--- config.mk ---
export PLATFORM = sky130hd
export DESIGN_NAME = sync_escape_frame_receiver
export DESIGN_NICKNAME = d
export VERILOG_FILES = /design/src/rtl/sefr_pkg.sv /design/src/rtl/sync_escape_frame_receiver.sv
export VERILOG_INCLUDE_DIRS = /design/src /design/src/rtl
export SDC_FILE = /design/constraint.sdc
export NUM_CORES = 1
export LEC_CHECK = 0
export BUFFER_PORTS_ARGS = -buffer_cell sky130_fd_sc_hd__buf_2
export CAP_MARGIN = 20
export CORE_MARGIN = 5
export CORE_UTILIZATION = 56
export DETAILED_ROUTE_END_ITERATION = 6
export HOLD_SLACK_MARGIN = 0.08
export PLACE_DENSITY = 0.8
export REMOVE_ABC_BUFFERS = 1
export SYNTH_ARGS = -nofsm -noshare
export SYNTH_HDL_FRONTEND = slang
export SYNTH_SLANG_ARGS = --single-unit
export TNS_END_PERCENT = 100
--- constraint.sdc ---
create_clock -name clk -period 3.7 [get_ports clk]
set_input_delay 0.37 -clock clk [delete_from_list [all_inputs] [get_ports clk]]
set_output_delay 0.37 -clock clk [all_outputs]
set_load 0.05 [all_outputs]
--- src/rtl/assert_macros.svh ---
// assertion helpers, sampled on the rising edge of clk, off while rst_n is low
`ifndef ASSERT_MACROS_SVH
`define ASSERT_MACROS_SVH

// same-cycle implication
`define SEFR_ASSERT_NOW(label, ante, cons, msg) \
  label: assert property (@(posedge clk) disable iff (!rst_n) (ante) |-> (cons)) \
    else $error(msg);

// next-cycle implication
`define SEFR_ASSERT_NEXT(label, ante, cons, msg) \
  label: assert property (@(posedge clk) disable iff (!rst_n) (ante) |=> (cons)) \
    else $error(msg);

`endif

--- src/rtl/sefr_pkg.sv ---
package sefr_pkg;

  typedef enum logic [1:0] {
    PH_HUNT = 2'd0,
    PH_NODE = 2'd1,
    PH_LEN  = 2'd2,
    PH_BODY = 2'd3
  } phase_t;

  typedef enum logic [1:0] {
    KIND_NODE     = 2'd0,
    KIND_LEN      = 2'd1,
    KIND_PAYLOAD  = 2'd2,
    KIND_CHECKSUM = 2'd3
  } kind_t;

  typedef enum logic [1:0] {
    EVT_NONE     = 2'd0,
    EVT_ZERO_LEN = 2'd1,
    EVT_TIMEOUT  = 2'd2
  } evt_t;

  // register indexes (byte address / 4)
  localparam logic [1:0] REG_SYNC_CODE     = 2'd0;
  localparam logic [1:0] REG_ESCAPE_CODE   = 2'd1;
  localparam logic [1:0] REG_TIMEOUT_TICKS = 2'd2;

  localparam logic [7:0]  SYNC_CODE_RST     = 8'hE0;
  localparam logic [7:0]  ESCAPE_CODE_RST   = 8'hD0;
  localparam logic [15:0] TIMEOUT_TICKS_RST = 16'd2;

  typedef struct packed {
    evt_t  event_code;
    logic  checksum_good;
    kind_t byte_kind;
  } res_user_t;

endpackage

--- src/rtl/sync_escape_frame_receiver.sv ---
// Sync/escape frame receiver. Each input word is either a raw serial byte
// (in_tuser = 0) or one timer tick (in_tuser = 1). Bytes are dropped until
// the sync code is seen; inside a frame the escape code is removed and the
// following byte is delivered plus one. The decoded stream is node, length L
// and L more bytes, the last being the checksum, which is checked against the
// 8-bit sum of node, length and payload. A zero length and an idle timeout
// are reported on out_tuser and send the receiver back to hunting. A word
// yields zero or one output word. One word is accepted every cycle unless
// out_tready backpressure on the result register holds the flow, which is the
// only thing that can; each word is registered in the input register, and its
// result is then loaded into the result register, from which it is taken.
module sync_escape_frame_receiver
  import sefr_pkg::*;
(
  input  logic        clk,
  input  logic        rst_n,

  input  logic        in_tvalid,
  output logic        in_tready,
  input  logic [7:0]  in_tdata,     // [7:0] rx_byte
  input  logic [0:0]  in_tuser,     // [0] operation

  output logic        out_tvalid,
  input  logic        out_tready,
  output logic [7:0]  out_tdata,    // [7:0] data_byte
  output logic        out_tlast,
  output logic [4:0]  out_tuser,    // [1:0] byte_kind, [2] checksum_good, [4:3] event_code

  input  logic        cfg_psel,
  input  logic        cfg_penable,
  input  logic        cfg_pwrite,
  input  logic [3:0]  cfg_paddr,
  input  logic [31:0] cfg_pwdata,
  output logic [31:0] cfg_prdata,
  output logic        cfg_pready
);

`include "assert_macros.svh"

  // configuration
  logic [7:0]  sync_code_r;
  logic [7:0]  escape_code_r;
  logic [15:0] timeout_ticks_r;
  logic        cfg_wr;

  assign cfg_pready = 1'b1;
  assign cfg_wr     = cfg_psel & cfg_penable & cfg_pwrite & cfg_pready;

  always_ff @(posedge clk) begin
    if (!rst_n) begin
      sync_code_r     <= SYNC_CODE_RST;
      escape_code_r   <= ESCAPE_CODE_RST;
      timeout_ticks_r <= TIMEOUT_TICKS_RST;
    end else if (cfg_wr) begin
      unique case (cfg_paddr[3:2])
        REG_SYNC_CODE:     sync_code_r     <= cfg_pwdata[7:0];
        REG_ESCAPE_CODE:   escape_code_r   <= cfg_pwdata[7:0];
        REG_TIMEOUT_TICKS: timeout_ticks_r <= cfg_pwdata[15:0];
        default: ;
      endcase
    end
  end

  always_comb begin
    unique case (cfg_paddr[3:2])
      REG_SYNC_CODE:     cfg_prdata = {24'd0, sync_code_r};
      REG_ESCAPE_CODE:   cfg_prdata = {24'd0, escape_code_r};
      REG_TIMEOUT_TICKS: cfg_prdata = {16'd0, timeout_ticks_r};
      default:           cfg_prdata = 32'd0;
    endcase
  end

  // result register
  logic        out_valid_r;
  logic [7:0]  out_data_r;
  logic        out_last_r;
  res_user_t   out_user_r;

  // input register
  logic       in_valid_r;
  logic       in_tick_r;
  logic [7:0] in_byte_r;
  logic       advance;

  assign advance   = !out_valid_r || out_tready;
  assign in_tready = !in_valid_r || advance;

  always_ff @(posedge clk) begin
    if (!rst_n) begin
      in_valid_r <= 1'b0;
    end else if (in_tready) begin
      in_valid_r <= in_tvalid;
    end
    if (in_tready) begin
      in_tick_r <= in_tuser[0];
      in_byte_r <= in_tdata;
    end
  end

  // receiver state
  phase_t      phase_r, phase_nxt;
  logic        pend_r, pend_nxt;
  logic [7:0]  sum_r, sum_nxt;
  logic [7:0]  left_r, left_nxt;
  logic [15:0] idle_r, idle_nxt;
  logic        armed_r, armed_nxt;

  logic        res_valid;
  logic [7:0]  res_data;
  logic        res_last;
  res_user_t   res_user;
  logic [7:0]  dec;
  logic        work;

  assign work = in_valid_r && advance;
  assign dec  = pend_r ? in_byte_r + 8'd1 : in_byte_r;

  always_comb begin
    phase_nxt = phase_r;
    pend_nxt  = pend_r;
    sum_nxt   = sum_r;
    left_nxt  = left_r;
    idle_nxt  = idle_r;
    armed_nxt = armed_r;
    res_valid = 1'b0;
    res_data  = 8'd0;
    res_last  = 1'b0;
    res_user  = '{event_code: EVT_NONE, checksum_good: 1'b0, byte_kind: KIND_NODE};

    if (work) begin
      if (in_tick_r) begin
        if (armed_r) begin
          if (idle_r >= timeout_ticks_r) begin
            phase_nxt = PH_HUNT;
            pend_nxt  = 1'b0;
            sum_nxt   = 8'd0;
            left_nxt  = 8'd0;
            armed_nxt = 1'b0;
            res_valid = 1'b1;
            res_user.event_code = EVT_TIMEOUT;
          end else begin
            idle_nxt = idle_r + 16'd1;
          end
        end
      end else begin
        idle_nxt  = 16'd0;
        armed_nxt = 1'b1;
        if (phase_r == PH_HUNT) begin
          if (in_byte_r == sync_code_r) begin
            phase_nxt = PH_NODE;
            pend_nxt  = 1'b0;
            sum_nxt   = 8'd0;
            left_nxt  = 8'd0;
          end
        end else if (in_byte_r == escape_code_r) begin
          pend_nxt = 1'b1;
        end else begin
          pend_nxt  = 1'b0;
          res_valid = 1'b1;
          res_data  = dec;
          unique case (phase_r)
            PH_NODE: begin
              sum_nxt   = dec;
              phase_nxt = PH_LEN;
              res_user.byte_kind = KIND_NODE;
            end
            PH_LEN: begin
              res_user.byte_kind = KIND_LEN;
              if (dec == 8'd0) begin
                phase_nxt = PH_HUNT;
                sum_nxt   = 8'd0;
                res_user.event_code = EVT_ZERO_LEN;
              end else begin
                sum_nxt   = sum_r + dec;
                left_nxt  = dec;
                phase_nxt = PH_BODY;
              end
            end
            default: begin
              if (left_r <= 8'd1) begin
                phase_nxt = PH_HUNT;
                sum_nxt   = 8'd0;
                left_nxt  = 8'd0;
                res_last  = 1'b1;
                res_user.byte_kind     = KIND_CHECKSUM;
                res_user.checksum_good = (dec == sum_r);
              end else begin
                sum_nxt  = sum_r + dec;
                left_nxt = left_r - 8'd1;
                res_user.byte_kind = KIND_PAYLOAD;
              end
            end
          endcase
        end
      end
    end
  end

  always_ff @(posedge clk) begin
    if (!rst_n) begin
      phase_r     <= PH_HUNT;
      pend_r      <= 1'b0;
      sum_r       <= 8'd0;
      left_r      <= 8'd0;
      idle_r      <= 16'd0;
      armed_r     <= 1'b0;
      out_valid_r <= 1'b0;
    end else begin
      phase_r <= phase_nxt;
      pend_r  <= pend_nxt;
      sum_r   <= sum_nxt;
      left_r  <= left_nxt;
      idle_r  <= idle_nxt;
      armed_r <= armed_nxt;
      if (advance) begin
        out_valid_r <= res_valid;
      end
    end
    if (advance) begin
      out_data_r <= res_data;
      out_last_r <= res_last;
      out_user_r <= res_user;
    end
  end

  assign out_tvalid = out_valid_r;
  assign out_tdata  = out_data_r;
  assign out_tlast  = out_last_r;
  assign out_tuser  = out_user_r;

  // a stalled result freezes the receiver state
  `SEFR_ASSERT_NEXT(a_stall_holds_state, out_valid_r && !out_tready,
    $stable(phase_r) && $stable(sum_r) && $stable(left_r), "state moved during stall")
  // end of frame only on a checksum word
  `SEFR_ASSERT_NOW(a_last_is_checksum, out_valid_r && out_last_r,
    out_user_r.byte_kind == KIND_CHECKSUM && out_user_r.event_code == EVT_NONE,
    "tlast on a non-checksum word")
  // a good checksum flag only comes with tlast
  `SEFR_ASSERT_NOW(a_good_needs_last, out_valid_r && out_user_r.checksum_good,
    out_last_r, "checksum_good without tlast")
  // a timeout leaves the receiver hunting and disarmed
  `SEFR_ASSERT_NEXT(a_timeout_resets, work && res_valid && res_user.event_code == EVT_TIMEOUT,
    phase_r == PH_HUNT && !armed_r && !pend_r, "timeout did not reset receiver")

endmodule

==> flow_summary.ini, run 1 <==
[synth]
synth.distinct_cells = 64
yosys-top-cells-count = nand2_1, dfxtp_1, nor2_1
syn_inst = 644
syn-cell-area_um2 = 5490
syn_avg_cell_area_um2 = 8.52
synth_edf_count = 23
synth-seq-cells = 93
yosysSeqAreaShare = 0.381
ys_async_sr_fraction = 0
yosys_warnings = 0
yosysTopAreaCell = dfxtp_1
ys.flop_type = dfxtp_1
synth.most_common_cell = nand2_1
ys_top_cells_by_area = dfxtp_1, edfxtp_1, ha_1
synth_top_area_share = 0.255

[final_layout]
antennaDiodeCount = 0
area_growth_pct = 10.1
drive_gt1_frac = 0.143
nets = 779
fillers = 822
fin_util = 0.624

[floorplanning]
row_count = 36
die-area_um2 = 11900
start_util = 0.566
core_area_um2 = 9680
die_h_um = 109
io_pins = 101
fp.dieW_um = 109

[critical_path]
r2r_slack_ns = 0.34
required_ns = 3.96
crit_fanout = 10
crit_arrival_ns = 3.62
critPathKind = reg2reg
crit_path_end_kind = flip-flop
startpoint_type = flip-flop

[clock_tree]
cts_buffers = 9
tritoncts = built
cts_resized = 0
cts_setup_buffers = 0
clkLatencyLatePin_ns = 0.37
cts.path.max_buffers = 2
htreeDepth = 3
cts.sinks = 93
root_buffer = clkbuf_8
ctsHoldBuffers = 0
path_clk_slew_ns = 0.09

[route]
drt_iter0_markers = 385
wirelength_um = 13000
ant_nets = 0
dr.pass1.iters = 5
via_per_inst = 5.70
drc = 0
wire_per_inst_um = 15.6
vias = 4757

[sta]
finalCritPeriodShare = 0.909
fin_ws_ns = 0.338
hold_violations = 0
worst_pin_slew_ns = 0.973
finalSetupTns_ns = 0
fin_skew_ns = 0.00844
holdWs_ns = 0.167
rsz0062_at_grt = false
fmax_ghz = 0.297
period_needed_ns = 3.36
relSlewSlack = 0.348
drv_slew = 0
finalSetupViolCount = 0

[grt]
overflow = 0
grt_max_degree = 33
track_usage = 0.224
grt_pass1_vias = 4442
antenna_found_initial = 0
grt_pass1_wl_um = 21200

[placed_design]
post-place-ws_ns = 0.445
hpwl_um = 9690
gp_congestion = 0.915
portBuffers = 65

[pwr]
irDropWorstVdd_v = 0.000182
leakage_nw = 2.49
power.density_nw_per_um2 = 324

[min_path]
min-delay-path-class = in2reg

[run]
maxCapViolCount = 0

[run_status]
status = complete, no violations
[area by class of cell]
cell class	count	area, um2	area share
inverter	36	135	0.0224
tap	133	166	0.0275
clock buffer	12	188	0.0311
sequential	93	2090	0.346
multi-input combinational	487	3080	0.510
clock inverter	4	25.0	0.00414
timing repair buffer	69	355	0.0588
[flip-flops by register name (all words and copies together), names as in the netlist, 2 cells and up]
name / cells
idle_r: 16
timeout_ticks_r: 16
escape_code_r: 8
in_byte_r: 8
left_r: 8
out_tdata: 8
sum_r: 8
sync_code_r: 8
out_tuser: 5
phase_r: 2
[per-layer routing]
metal / track usage / part of all wire / vias to the layer above
met5: 0 / 0 / -
met4: 0.0775 / 0.014 / 0
met3: 0.0320 / 0.073 / 17
met2: 0.362 / 0.47 / 193
met1: 0.307 / 0.45 / 2249
li1: - / - / 2298
[stage by stage]
step	instances	power, mW	instance area [um2]
6_report	834	1.96	6040
5_1_grt	834	2.03	6040
4_1_cts	834	1.97	6040
3_5_place_dp	818	1.27	5830
3_3_place_gp	818	1.26	5830
2_1_floorplan	616	1.21	5300
[cells in the final DEF (no fill, tap or decap), drive strengths merged, types with 3 or more instances in the layout]
cell type and instances:
nor4b 3, nand4 9, nor4 12, and2 11
mux2i 25, a311oi 3, clkinv 4, dfxtp 70
a21oi 41, nand2 100, xor2 20, o2bb2ai 4
nor2b 5, nand2b 4, a31oi 4, nor3 16
o21ai 25, clkbuf 12, a21boi 3, a21o 3
inv 36, o211ai 5, edfxtp 23, o31ai 4
conb 17, xnor2 27, nand3 21, nor2 59
buf 69, ha 30, nor3b 4
[worst paths after layout]
check	startpoint	to	cells past startpoint
max	in_byte_r[0]	sum_r[6]	12
min	in_tdata[5]	in_byte_r[5]	1
max reg2reg	in_byte_r[0]	sum_r[6]	12
min reg2reg	timeout_ticks_r[13]	timeout_ticks_r[13]	2
[cell families after synthesis]
group                    after synthesis  synth area share
adder cells (fa/ha/maj)               31            0.0721
other                                  2           0.00137
flip-flops                            93             0.381
multiplexers                          25            0.0456
buffers and inverters                 79            0.0684
AND/OR/NAND/NOR                      256             0.224
XOR/XNOR                              47            0.0750
AO/OA/AOI/OAI                        111             0.133
[report_power, final]
part / total (mW) / switching (mW) / internal, mW
Clock: 0.709 / 0.365 / 0.344
Combinational: 0.182 / 0.132 / 0.0507
Sequential: 1.07 / 0.0180 / 1.05
Total: 1.96 / 0.515 / 1.44
[critical path, cell delays in order (launching register included)]
cell and delay (ns):
edfxtp_1 0.57, ha_1 0.33, nand2_1 0.09, xor2_1 0.43
inv_1 0.10, ha_1 0.36, nor2b_1 0.15, o21ai_0 0.26
a21boi_0 0.19, o21ai_0 0.22, nand2b_1 0.09, xor2_1 0.14
a221o_1 0.32
No activity file was read; power rests on OpenSTA's default activity.
==> inputs of run 2 (changes only) <==
--- a/config.mk
+++ b/config.mk
@@ -8,11 +8,14 @@
 export LEC_CHECK = 0
 export BUFFER_PORTS_ARGS = -buffer_cell sky130_fd_sc_hd__buf_2
 export CAP_MARGIN = 20
+export CORE_ASPECT_RATIO = 0.8
 export CORE_MARGIN = 5
-export CORE_UTILIZATION = 56
+export CORE_UTILIZATION = 58
+export CTS_BUF_LIST = sky130_fd_sc_hd__clkbuf_4 sky130_fd_sc_hd__clkbuf_8
 export DETAILED_ROUTE_END_ITERATION = 6
 export HOLD_SLACK_MARGIN = 0.08
-export PLACE_DENSITY = 0.8
+export PLACE_DENSITY = 0.83
+export RECOVER_POWER = 25
 export REMOVE_ABC_BUFFERS = 1
 export SYNTH_ARGS = -nofsm -noshare
 export SYNTH_HDL_FRONTEND = slang
==> run 2 against run 1 <==
  * Non-clock buffer count is 6 higher
  * Worst hold slack improved by 0.013 ns
  * Register-to-register slack improved by 0.26 ns
  * Die area decreased by 3.0%
  * Count of clock-buffer cells in the layout is 2 lower
  * Flip-flop and latch count unchanged
  * Critical path depth increased by 1
  * Fmax is 8.3% higher
  * Critical endpoint unchanged
  * Largest cell class unchanged
==> flow_summary.ini, run 2 (same netlist as run 1, synthesis figures left out) <==
[floorplanning]
die_h_um = 97.0
fp.dieW_um = 119
die-area_um2 = 11500
io_pins = 101
row_count = 31
core_area_um2 = 9150
start_util = 0.599

[final_layout]
layout_common_cells = nand2_1, dfxtp_1, nor2_1
nets = 785
fin_util = 0.658
antennaDiodeCount = 0
area_growth_pct = 9.76
layout_commonest_cell = nand2_1
drive_gt1_frac = 0.123
fillers = 739
fin_cells = 822
top_regs = idle_r x16, timeout_ticks_r x16

[route]
wirelength_um = 13400
drt_iter0_markers = 427
wire_per_inst_um = 16.3
drc = 0
vias = 4748
dr.pass1.iters = 5
via_per_inst = 5.78
ant_nets = 0

[critical_path]
critPathKind = reg2reg
r2r_slack_ns = 0.60
cp_slowest_cell = edfxtp_1
crit_path_end_kind = flip-flop
ff2ff_path_depth = 13
critPathMaxStageDelay_ns = 0.56
required_ns = 3.95
worstPathCellList = ha_1 -> nand2_1 -> xor2_1 -> buf_4 -> inv_1 -> ha_1 -> nor2b_1 -> o21ai_0 -> a21boi_0 -> o21ai_0 -> nand2b_1 -> xor2_1 -> a221o_1
r2r_start = in_byte_r[0]
crit_arrival_ns = 3.35
crit_fanout = 10
r2r_end = sum_r[6]
startpoint_type = flip-flop

[pwr]
p_comb_frac = 0.097
swShare = 0.264
power.density_nw_per_um2 = 321
internal-power_mw = 1.42
leakage_nw = 2.42
p_sw_mw = 0.509
clock_power_share = 0.350
irDropWorstVdd_v = 0.000259
seq_power_share = 0.552

[placed_design]
portBuffers = 65
hpwl_um = 10100
dpl.cell_count = 806
gp_congestion = 0.970

[grt]
track_usage = 0.233
grt_pass1_vias = 4535
overflow = 0
grt_max_degree = 34
grt_pass1_wl_um = 22100
antenna_found_initial = 0

[sta]
relSlewSlack = 0.310
fin_skew_ns = 0.0159
holdWs_ns = 0.180
hold_violations = 0
worst_pin_slew_ns = 1.03
finalSetupViolCount = 0
finalCritPeriodShare = 0.839
rsz0062_at_grt = false
fmax_ghz = 0.322
finalSetupTns_ns = 0
drv_slew = 0
period_needed_ns = 3.10

[clock_tree]
cts.sinks = 93
ctsHoldBuffers = 0
clkLatencyLatePin_ns = 0.37
root_buffer = clkbuf_8
htreeDepth = 3
path_clk_slew_ns = 0.09
cts_buffers = 9
cts_setup_buffers = 0
cts_resized = 0
tritoncts = built
cts.path.max_buffers = 2

[min_path]
hold_path.startpoint = in_tdata[3]
min_to = in_byte_r[3]
min-delay-path-class = in2reg
min_delay_path_depth = 1

[run_status]
status = complete, no violations

[run]
maxCapViolCount = 0
[run 2: changes by cell type in the layout (fill, tap and decap cells not counted), moves of 2 or more]
cell | previous run | this run
clkbuf_16 | 2 | 0
buf_2 | 65 | 47
buf_4 | 4 | 10
clkbuf_1 | 0 | 18
[run 2: final cells by class]
type	count	area, um2	area share
inverter	36	135	0.0224
clock buffer	10	131	0.0218
clock inverter	6	61.3	0.0102
timing repair buffer	75	378	0.0628
tap	115	144	0.0239
multi-input combinational	487	3080	0.511
sequential	93	2090	0.347
[run 2: worst max-delay path: cells and delay by family (launching register included)]
kind / cells / cell delay [ns]
compound gates: 4 / 0.89
buf+inv: 2 / 0.22
flops: 1 / 0.56
fa+ha+maj: 2 / 0.67
simple gates: 3 / 0.36
xor+xnor: 2 / 0.31
[run 2: stage by stage]
stage	cell area (um2)	power (mW)	worst slack, ns
2_1_floorplan	5300	1.21	0.998
3_3_place_gp	5850	1.27	0.772
3_5_place_dp	5850	1.27	0.678
4_1_cts	6040	1.94	0.642
5_1_grt	6020	2.00	0.376
6_report	6020	1.93	0.596
[run 2: worst max path at each step]
stage | startpoint | end | cells after the start
global placement | in_byte_r[0] | sum_r[6] | 13
detailed placement | in_byte_r[0] | sum_r[7] | 11
global route | in_byte_r[0] | sum_r[7] | 11
CTS | in_byte_r[0] | sum_r[7] | 11
floorplan | in_byte_r[0] | sum_r[6] | 12
finish | in_byte_r[0] | sum_r[6] | 13
[run 2: layer usage]
layer | routed length (um) | global-route usage | vias up
li1 | - | - | 2304
met1 | 6060 | 0.320 | 2244
met2 | 6140 | 0.367 | 180
met3 | 1010 | 0.0478 | 20
met4 | 216 | 0.0730 | 0
met5 | 0 | 0 | -
[run 2: power by group through the flow]
stage	Combinational, mW	Sequential [mW]	Clock [mW]
after CTS	0.186	1.07	0.691
final	0.188	1.07	0.677
after global routing	0.201	1.07	0.732
after detailed placement	0.185	1.09	0
after floorplan	0.121	1.08	0
after global placement	0.180	1.09	0
